`config.mk`:
```
export PLATFORM = sky130hd
export DESIGN_NAME = bengali_conjunct_composer
export DESIGN_NICKNAME = d
export VERILOG_FILES = /design/src/design/bcc_pkg.sv /design/src/design/bcc_front.sv /design/src/design/bcc_fifo.sv /design/src/design/bcc_back.sv /design/src/design/bengali_conjunct_composer.sv
export VERILOG_INCLUDE_DIRS = /design/src /design/src/design
export SDC_FILE = /design/constraint.sdc
export NUM_CORES = 1
export LEC_CHECK = 0
export ABC_AREA = 1
export BUFFER_PORTS_ARGS = -buffer_cell sky130_fd_sc_hd__buf_2
export CAP_MARGIN = 15
export CORE_MARGIN = 4
export CORE_UTILIZATION = 55
export DETAILED_ROUTE_END_ITERATION = 10
export PLACE_DENSITY_LB_ADDON = 0.05
export RECOVER_POWER = 50
export SETUP_SLACK_MARGIN = 0.15
export SLEW_MARGIN = 0
export SYNTH_ARGS = -nofsm -noshare
export SYNTH_HDL_FRONTEND = slang
export SYNTH_SLANG_ARGS = --single-unit
```
`constraint.sdc`:
```
create_clock -name clk -period 3.45 [get_ports clk]
set_input_delay 0.8625 -clock clk [delete_from_list [all_inputs] [get_ports clk]]
set_output_delay 0.8625 -clock clk [all_outputs]
set_load 0.1 [all_outputs]
```
`src/design/bengali_conjunct_composer_defines.svh`:
```
// Assertion macros for the top-level composer, which checks its own logic.
`ifndef BENGALI_CONJUNCT_COMPOSER_DEFINES_SVH
`define BENGALI_CONJUNCT_COMPOSER_DEFINES_SVH

// The consequent must hold in the same cycle as the antecedent.
`define BCC_ASSERT_SAME(label, ante, cons) \
  label: assert property (@(posedge clk) disable iff (rst) (ante) |-> (cons)) \
    else $error("bcc assertion failed");

// The consequent must hold in the cycle after the antecedent.
`define BCC_ASSERT_NEXT(label, ante, cons) \
  label: assert property (@(posedge clk) disable iff (rst) (ante) |=> (cons)) \
    else $error("bcc assertion failed");

`endif

```
`src/design/bcc_pkg.sv`:
```
package bcc_pkg;

  localparam logic [20:0] CpVirama  = 21'h009CD;
  localparam logic [20:0] CpVowelA  = 21'h00985;
  localparam logic [20:0] CpNukta   = 21'h009BC;
  localparam logic [20:0] CpReplace = 21'h0FFFD;
  localparam logic [20:0] CpMax     = 21'h10FFFF;

  localparam int unsigned JobDepth  = 4;
  localparam int unsigned JobPtrW   = $clog2(JobDepth);
  localparam int unsigned JobCountW = $clog2(JobDepth + 1);

  // One composed unit of output: an optional virama followed by a code point.
  typedef struct packed {
    logic        virama;
    logic [20:0] cp;
    logic [2:0]  cp_len;
  } job_t;

  typedef struct packed {
    logic decoder_idle;
  } front_status_t;

  function automatic logic is_consonant(input logic [20:0] cp);
    logic r;
    r = (cp >= 21'h00995 && cp <= 21'h009B9) ||
        cp == 21'h009DC || cp == 21'h009DD || cp == 21'h009DF;
    return r;
  endfunction

  function automatic logic is_indep_vowel(input logic [20:0] cp);
    logic r;
    r = cp inside {21'h00985, 21'h00986, 21'h00987, 21'h00988,
                   21'h00989, 21'h0098A, 21'h0098B, 21'h0098C,
                   21'h0098F, 21'h00990, 21'h00993, 21'h00994};
    return r;
  endfunction

  // Dependent sign of an independent vowel; the vowel itself where there is none.
  function automatic logic [20:0] matra_or_self(input logic [20:0] cp);
    logic [20:0] m;
    case (cp)
      21'h00986: m = 21'h009BE;
      21'h00987: m = 21'h009BF;
      21'h00988: m = 21'h009C0;
      21'h00989: m = 21'h009C1;
      21'h0098A: m = 21'h009C2;
      21'h0098B: m = 21'h009C3;
      21'h0098F: m = 21'h009C7;
      21'h00990: m = 21'h009C8;
      21'h00993: m = 21'h009CB;
      21'h00994: m = 21'h009CC;
      default:   m = cp;
    endcase
    return m;
  endfunction

  function automatic logic [2:0] utf8_len(input logic [20:0] cp);
    logic [2:0] n;
    if (cp <= 21'h0007F) begin
      n = 3'd1;
    end else if (cp <= 21'h007FF) begin
      n = 3'd2;
    end else if (cp <= 21'h0FFFF) begin
      n = 3'd3;
    end else if (cp <= CpMax) begin
      n = 3'd4;
    end else begin
      n = 3'd0;
    end
    return n;
  endfunction

  function automatic logic [7:0] utf8_byte(input logic [20:0] cp, input logic [2:0] len,
                                           input logic [1:0] k);
    logic [2:0] sh;
    logic [7:0] b;
    sh = len - 3'd1 - {1'b0, k};
    if (k == 2'd0) begin
      case (len)
        3'd1:    b = cp[7:0];
        3'd2:    b = {3'b110, cp[10:6]};
        3'd3:    b = {4'b1110, cp[15:12]};
        default: b = {5'b11110, cp[20:18]};
      endcase
    end else begin
      case (sh)
        3'd0:    b = {2'b10, cp[5:0]};
        3'd1:    b = {2'b10, cp[11:6]};
        default: b = {2'b10, cp[17:12]};
      endcase
    end
    return b;
  endfunction

endpackage

```
`src/design/bcc_front.sv`:
```
module bcc_front (
  input  logic                  clk,
  input  logic                  rst,
  input  logic                  take,
  input  logic [7:0]            in_byte,
  input  logic                  component_last,
  input  logic                  text_last,
  output logic                  job_push,
  output bcc_pkg::job_t         job,
  output bcc_pkg::front_status_t status
);
  import bcc_pkg::*;

  logic        after_consonant, after_consonant_next;
  logic [20:0] partial_codepoint, partial_codepoint_next;
  logic [1:0]  bytes_remaining, bytes_remaining_next;
  logic        bad_continuation, bad_continuation_next;

  logic        cp_done;
  logic [20:0] cp;
  logic        emit;
  logic [20:0] emit_cp;

  always_comb begin
    after_consonant_next   = after_consonant;
    partial_codepoint_next = partial_codepoint;
    bytes_remaining_next   = bytes_remaining;
    bad_continuation_next  = bad_continuation;
    cp_done = 1'b0;
    cp      = {13'd0, in_byte};
    emit    = 1'b0;
    emit_cp = cp;
    job     = '0;

    if (bytes_remaining == 2'd0) begin
      if (in_byte[7] == 1'b0) begin
        cp_done = 1'b1;
      end else if (in_byte[7:5] == 3'b110) begin
        partial_codepoint_next = {16'd0, in_byte[4:0]};
        bytes_remaining_next   = 2'd1;
        bad_continuation_next  = 1'b0;
      end else if (in_byte[7:4] == 4'b1110) begin
        partial_codepoint_next = {17'd0, in_byte[3:0]};
        bytes_remaining_next   = 2'd2;
        bad_continuation_next  = 1'b0;
      end else if (in_byte[7:3] == 5'b11110) begin
        partial_codepoint_next = {18'd0, in_byte[2:0]};
        bytes_remaining_next   = 2'd3;
        bad_continuation_next  = 1'b0;
      end
    end else begin
      if (!bad_continuation) begin
        if (in_byte[7:6] != 2'b10) begin
          bad_continuation_next = 1'b1;
        end else begin
          partial_codepoint_next = {partial_codepoint[14:0], in_byte[5:0]};
        end
      end
      bytes_remaining_next = bytes_remaining - 2'd1;
      if (bytes_remaining_next == 2'd0) begin
        cp_done = 1'b1;
        cp = bad_continuation_next ? CpReplace : partial_codepoint_next;
        partial_codepoint_next = '0;
        bad_continuation_next  = 1'b0;
      end
    end

    emit_cp = cp;
    if (cp_done) begin
      if (is_consonant(cp)) begin
        job.virama = after_consonant;
        emit = 1'b1;
        after_consonant_next = 1'b1;
      end else if (is_indep_vowel(cp)) begin
        if (after_consonant) begin
          emit    = (cp != CpVowelA);
          emit_cp = matra_or_self(cp);
        end else begin
          emit = 1'b1;
        end
        after_consonant_next = 1'b0;
      end else if (cp == CpNukta) begin
        emit = 1'b1;
      end else begin
        emit = 1'b1;
        after_consonant_next = 1'b0;
      end
    end

    job.cp     = emit_cp;
    job.cp_len = emit ? utf8_len(emit_cp) : 3'd0;

    if (component_last || text_last) begin
      bytes_remaining_next   = 2'd0;
      partial_codepoint_next = '0;
      bad_continuation_next  = 1'b0;
    end
    if (text_last) begin
      after_consonant_next = 1'b0;
    end
  end

  assign job_push = take && cp_done && (job.virama || job.cp_len != 3'd0);
  assign status.decoder_idle = (bytes_remaining == 2'd0);

  always_ff @(posedge clk) begin
    if (rst) begin
      after_consonant   <= 1'b0;
      partial_codepoint <= '0;
      bytes_remaining   <= 2'd0;
      bad_continuation  <= 1'b0;
    end else if (take) begin
      after_consonant   <= after_consonant_next;
      partial_codepoint <= partial_codepoint_next;
      bytes_remaining   <= bytes_remaining_next;
      bad_continuation  <= bad_continuation_next;
    end
  end

endmodule

```
`src/design/bcc_fifo.sv`:
```
module bcc_fifo (
  input  logic          clk,
  input  logic          rst,
  input  logic          wr_en,
  input  bcc_pkg::job_t wr_data,
  input  logic          rd_en,
  output bcc_pkg::job_t rd_data,
  output logic          full,
  output logic          not_empty
);
  import bcc_pkg::*;

  job_t                 mem [JobDepth];
  logic [JobPtrW-1:0]   wr_ptr;
  logic [JobPtrW-1:0]   rd_ptr;
  logic [JobCountW-1:0] count;

  assign full      = (count == JobCountW'(JobDepth));
  assign not_empty = (count != '0);
  assign rd_data   = mem[rd_ptr];

  always_ff @(posedge clk) begin
    if (wr_en) begin
      mem[wr_ptr] <= wr_data;
    end
  end

  always_ff @(posedge clk) begin
    if (rst) begin
      wr_ptr <= '0;
      rd_ptr <= '0;
      count  <= '0;
    end else begin
      if (wr_en) begin
        wr_ptr <= wr_ptr + 1'b1;
      end
      if (rd_en) begin
        rd_ptr <= rd_ptr + 1'b1;
      end
      if (wr_en && !rd_en) begin
        count <= count + 1'b1;
      end else if (rd_en && !wr_en) begin
        count <= count - 1'b1;
      end
    end
  end

endmodule

```
`src/design/bcc_back.sv`:
```
module bcc_back (
  input  logic          clk,
  input  logic          rst,
  input  bcc_pkg::job_t job_in,
  input  logic          job_ready,
  output logic          job_pop,
  input  logic          pop,
  output logic          empty,
  output logic [7:0]    out_byte,
  output logic          run_last
);
  import bcc_pkg::*;

  job_t       job;
  logic       busy;
  logic [2:0] pos;
  logic       out_valid;

  logic [2:0] total;
  logic [2:0] cp_pos;
  logic       last;
  logic       advance;
  logic [7:0] byte_sel;

  assign total   = (job.virama ? 3'd3 : 3'd0) + job.cp_len;
  assign last    = (pos == total - 3'd1);
  assign advance = busy && (!out_valid || pop);
  assign job_pop = job_ready && (!busy || (advance && last));
  assign cp_pos  = job.virama ? pos - 3'd3 : pos;
  assign empty   = !out_valid;

  always_comb begin
    if (job.virama && pos < 3'd3) begin
      byte_sel = utf8_byte(CpVirama, 3'd3, pos[1:0]);
    end else begin
      byte_sel = utf8_byte(job.cp, job.cp_len, cp_pos[1:0]);
    end
  end

  always_ff @(posedge clk) begin
    if (rst) begin
      busy      <= 1'b0;
      pos       <= '0;
      out_valid <= 1'b0;
    end else begin
      if (job_pop) begin
        busy <= 1'b1;
        pos  <= '0;
      end else if (advance) begin
        if (last) begin
          busy <= 1'b0;
        end else begin
          pos <= pos + 3'd1;
        end
      end
      if (advance) begin
        out_valid <= 1'b1;
      end else if (pop) begin
        out_valid <= 1'b0;
      end
    end
  end

  always_ff @(posedge clk) begin
    if (job_pop) begin
      job <= job_in;
    end
    if (advance) begin
      out_byte <= byte_sel;
      run_last <= last;
    end
  end

endmodule

```
`src/design/bengali_conjunct_composer.sv`:
```
// Channel  | Direction | Handshake    | Payload
// input    | in        | push / full  | in_byte, component_last, text_last
// result   | out       | pop / empty  | out_byte, run_last
//
// The decoder takes one byte per cycle while its job queue has room.
// Each decoded code point gives up to six result bytes, sent one per cycle while they are popped,
// so the result side sets the sustained rate.
// Each byte passes the job queue, the back end's job register and the output register.
// Reset is synchronous and clears the decoder state, the queue and the output valid flag.
// A held result stalls the back end only; the front keeps taking bytes until the queue fills.
`include "bengali_conjunct_composer_defines.svh"

module bengali_conjunct_composer (
  input  logic       clk,
  input  logic       rst,
  input  logic       push,
  output logic       full,
  input  logic [7:0] in_byte,
  input  logic       component_last,
  input  logic       text_last,
  input  logic       pop,
  output logic       empty,
  output logic [7:0] out_byte,
  output logic       run_last
);
  import bcc_pkg::*;

  logic          take;
  logic          job_push;
  job_t          job_w;
  job_t          job_r;
  front_status_t status;
  logic          q_full;
  logic          q_not_empty;
  logic          job_pop;

  assign full = q_full;
  assign take = push && !q_full;

  bcc_front u_front (
    .clk            (clk),
    .rst            (rst),
    .take           (take),
    .in_byte        (in_byte),
    .component_last (component_last),
    .text_last      (text_last),
    .job_push       (job_push),
    .job            (job_w),
    .status         (status)
  );

  bcc_fifo u_fifo (
    .clk       (clk),
    .rst       (rst),
    .wr_en     (job_push),
    .wr_data   (job_w),
    .rd_en     (job_pop),
    .rd_data   (job_r),
    .full      (q_full),
    .not_empty (q_not_empty)
  );

  bcc_back u_back (
    .clk       (clk),
    .rst       (rst),
    .job_in    (job_r),
    .job_ready (q_not_empty),
    .job_pop   (job_pop),
    .pop       (pop),
    .empty     (empty),
    .out_byte  (out_byte),
    .run_last  (run_last)
  );

  `BCC_ASSERT_NEXT(a_ascii_makes_job, take && status.decoder_idle && !in_byte[7], q_not_empty)
  `BCC_ASSERT_NEXT(a_run_unbroken, !empty && !run_last, !empty)
  `BCC_ASSERT_SAME(a_push_needs_room, job_push, !q_full)

endmodule
```
==> summary.md <==
| Metric | Value |
|---|---|
| Worst skew pair latency | `between 400 and 500 ps` |
| Grt met3 use | `around 4.5%` |
| CTS resizes | `0` |
| WHS | `approximately 480 ps` |
| Multi-input logic area | `roughly 2500 um2` |
| Die width | `approximately 130 um` |
| Synth unique cells | `between 40 and 50` |
| Post-CTS Setup Bufs | `0` |
| WL/cell | `approximately 17 um` |
| Final wirelength | `17200 um` |
| Die Ht | `126 um` |
| Drt drc | `0` |
| Die ar. | `around 16000 um2` |
| Largest net degree at the start of global routing | `52` |
| Hold Crit Depth | `2` |
| Fin. max-slew vios | `0` |
| RSZ-0062 raised after global routing | `false` |
| ANT cells | `0` |
| Final min period | `3040 ps` |
| Hold Fails Final Rpt | `0` |
| Worst-path maximum fanout | `7` |
| Lkg Pwr | `3.35 nW` |
| Top_reg_cell synth | `edfxtp_1` |
| Cell area after synthesis | `7640 um2` |
| DP Wirelength | `12000 um` |
| Number of antenna violations at the first check in global routing | `0` |
| Initial Utilization | `between 50% and 60%` |
| Clk buf depth | `2` |
| Total Negative Setup Slacks | `0 ps` |
| Async set-reset flop share out of synthesis | `0%` |
| Worst-case reg-to-reg path depth | `14` |
| Post-synthesis register bit count | `165` |
| Clock transition at the registers of the reported paths | `roughly 60 ps` |
| Via count of the first global-routing pass | `between 5k and 6k` |
| Synth area leaders | `edfxtp_1 (53%), dfxtp_1 (8.1%), nor2_1 (5.8%)` |
| CTS sink cnt | `165` |
| Final worst-path cycle share | `around 88%` |
| WS Path Type | `input port to register` |
| Htree depth | `4` |
| Number of port buffers | `24` |
| Worst-margin pin slew | `1200 ps` |
| Root Buffer | `clkbuf_16` |
| Power density cells | `roughly 850 nW/um2` |
| Hold crit path type | `register to register` |
| Global route hottest layer | `met2` |
| Yosys top cell area share | `between 50 and 60%` |
| EDFF count, synth | `~130` |
| TritonCTS clock tree | `built` |
| Global Route met2 Usage | `39.6%` |
| Met1 usage | `between 20% and 30%` |
| Area of the core | `roughly 13000 um2` |
| DR iter-0 viols | `385` |
| Seq/Total Area, Yosys | `roughly 60%` |
| FF/Latch Area | `~4600 um2` |
| Maxcap violations | `0` |
| Outcome | `completed` |
| Ratio of cells with drive above 1 in the final layout | `between 10% and 20%` |
| VDD IR max | `around 0.4 mV` |
| Vias post-DR | `around 5.6k` |
| Fillers | `between 1k and 1.5k` |
| P&R area growth vs syn | `13.1%` |
| Rows | `42` |
| Synth area leader | `edfxtp_1` |
| DRT Pass-1 Iters | `5` |
| Syn_nets | `between 700 and 800` |
| Clock Skew | `10.4 ps` |
| Via density | `between 5 and 6` |
| Peak Freq | `between 0.3 and 0.4 GHz` |
| Worst Setup Start Kind | `input port` |
| GPL Wtd Cong | `between 0.9 and 1` |
| TritonCTS Buffers | `17` |
| Worst relative slew slack | `20.0%` |
| DRT antenna net count | `0` |
| GR Overflow Total | `0` |
| Hold-fix buffers at CTS | `0` |
| First-pass GRT wire length | `roughly 28000 um` |
| Cells after synthesis | `~770` |
| WP data arrival | `3350 ps` |
| Final-stage net count | `between 800 and 900` |
| Final setup fails | `0` |
| # IOs | `25` |
| GRT Overall Usage | `a little under a quarter` |
| Crit. End Element | `register` |
| Worst path required time | `around 3800 ps` |
| Average cell area after synthesis | `approximately 10 um2` |
| Yosys Warn Count | `0` |
cell usage in the layout, fill, tap and decap left out, drive strengths merged:
cell type	instances
a21boi	1
nand3	29
bufinv	3
o221ai	3
nor3	10
ha	13
o31ai	1
o21ai	78
a21oi	32
o22ai	31
a211oi	9
o32ai	1
and3	1
nand4	8
clkinvlp	2
nand3b	3
xor2	1
edfxtp	134
or2	2
fa	2
inv	108
nand2	101
a31o	1
clkbuf	41
clkinv	3
dfxtp	31
nor2	132
o211ai	2
a221oi	6
xnor2	5
buf	28
o2111ai	1
layout make-up:
class	instances	area share [%]
tap	176	2.55
multi-input combinational	473	28.7
sequential	165	53.8
inverter	107	4.65
clock inverter	9	1.46
clock buffer	23	5.42
timing repair buffer	46	3.45
routing by layer:
metal / vias to the layer above / share of wire, %
met4: 0 / 1.9
met3: 24 / 4.9
met5: - / 0
li1: 2726 / -
met2: 143 / 50
met1: 2661 / 43
worst paths after layout:
| kind | slack (ps) | endpoint | from |
|---|---|---|---|
| hold / removal | 480 | u_front.partial_codepoint[10] | u_front.partial_codepoint[10] |
| hold reg to reg | 480 | u_front.partial_codepoint[10] | u_front.partial_codepoint[10] |
| setup / recovery | 410 | u_fifo.count[2] | in_byte[6] |
| setup reg to reg | 440 | u_fifo.count[1] | u_back.job[1] |
registers in the layout, indices dropped and copies added (netlist names), 3 cells and up:
signal / count
u_back.out_byte: 8
u_back.job: 25
u_fifo.count: 3
u_back.pos: 3
u_fifo.mem: 100
u_front.partial_codepoint: 15
logic make-up after synthesis:
| family | count (synthesis) | share of synthesized area [%] |
|---|---|---|
| AO/OA/AOI/OAI | 166 | 12.5 |
| XOR/XNOR | 6 | 0.688 |
| adder cells (fa/ha/maj) | 15 | 2.65 |
| buffers and inverters | 127 | 6.37 |
| flip-flops | 165 | 60.8 |
| AND/OR/NAND/NOR | 286 | 16.9 |
critical path, stage by stage:
cell	delay, ps
clkbuf_1	90
inv_1	130
nand3_4	130
nand2_1	210
nand2_1	130
inv_2	120
nor2_1	70
nand2_1	60
nor2_1	40
nand4_1	80
nand3_1	90
nand2_2	140
nand2_1	90
inv_1	60
ha_1	140
inv_1	70
fa_1	380
a21oi_1	140
o21ai_0	100
o21ai_0	160
a21oi_1	50
report_power, final:
group	switching [W]	internal, W
Clock	0.000738	0.00117
Combinational	0.00188	0.000722
Sequential	0.000176	0.00265
Total	0.00280	0.00455
cell usage after synthesis, drive strengths merged, types with 6 or more instances:
cell	number
a221oi	6
nand3	29
inv	107
nand2	101
nor2	132
clkbuf	15
a21oi	32
dfxtp	31
o22ai	31
edfxtp	134
nand4	8
a211oi	9
o21ai	78
ha	13
nor3	10
through the flow:
stage                     cells  total power, W  worst slack, ps  instance area (um2)  utilization [%]
after global placement      967         0.00544              141                 8120             60.6
after detailed placement    967         0.00551             78.2                 8120             60.6
final                       999         0.00735              413                 8640             64.5
after global routing        999         0.00777              150                 8640             64.5
after floorplan             765         0.00476             4.40                 7640                -
after CTS                   999         0.00742              470                 8710             65.0
No activity file was read; power rests on OpenSTA's default activity.
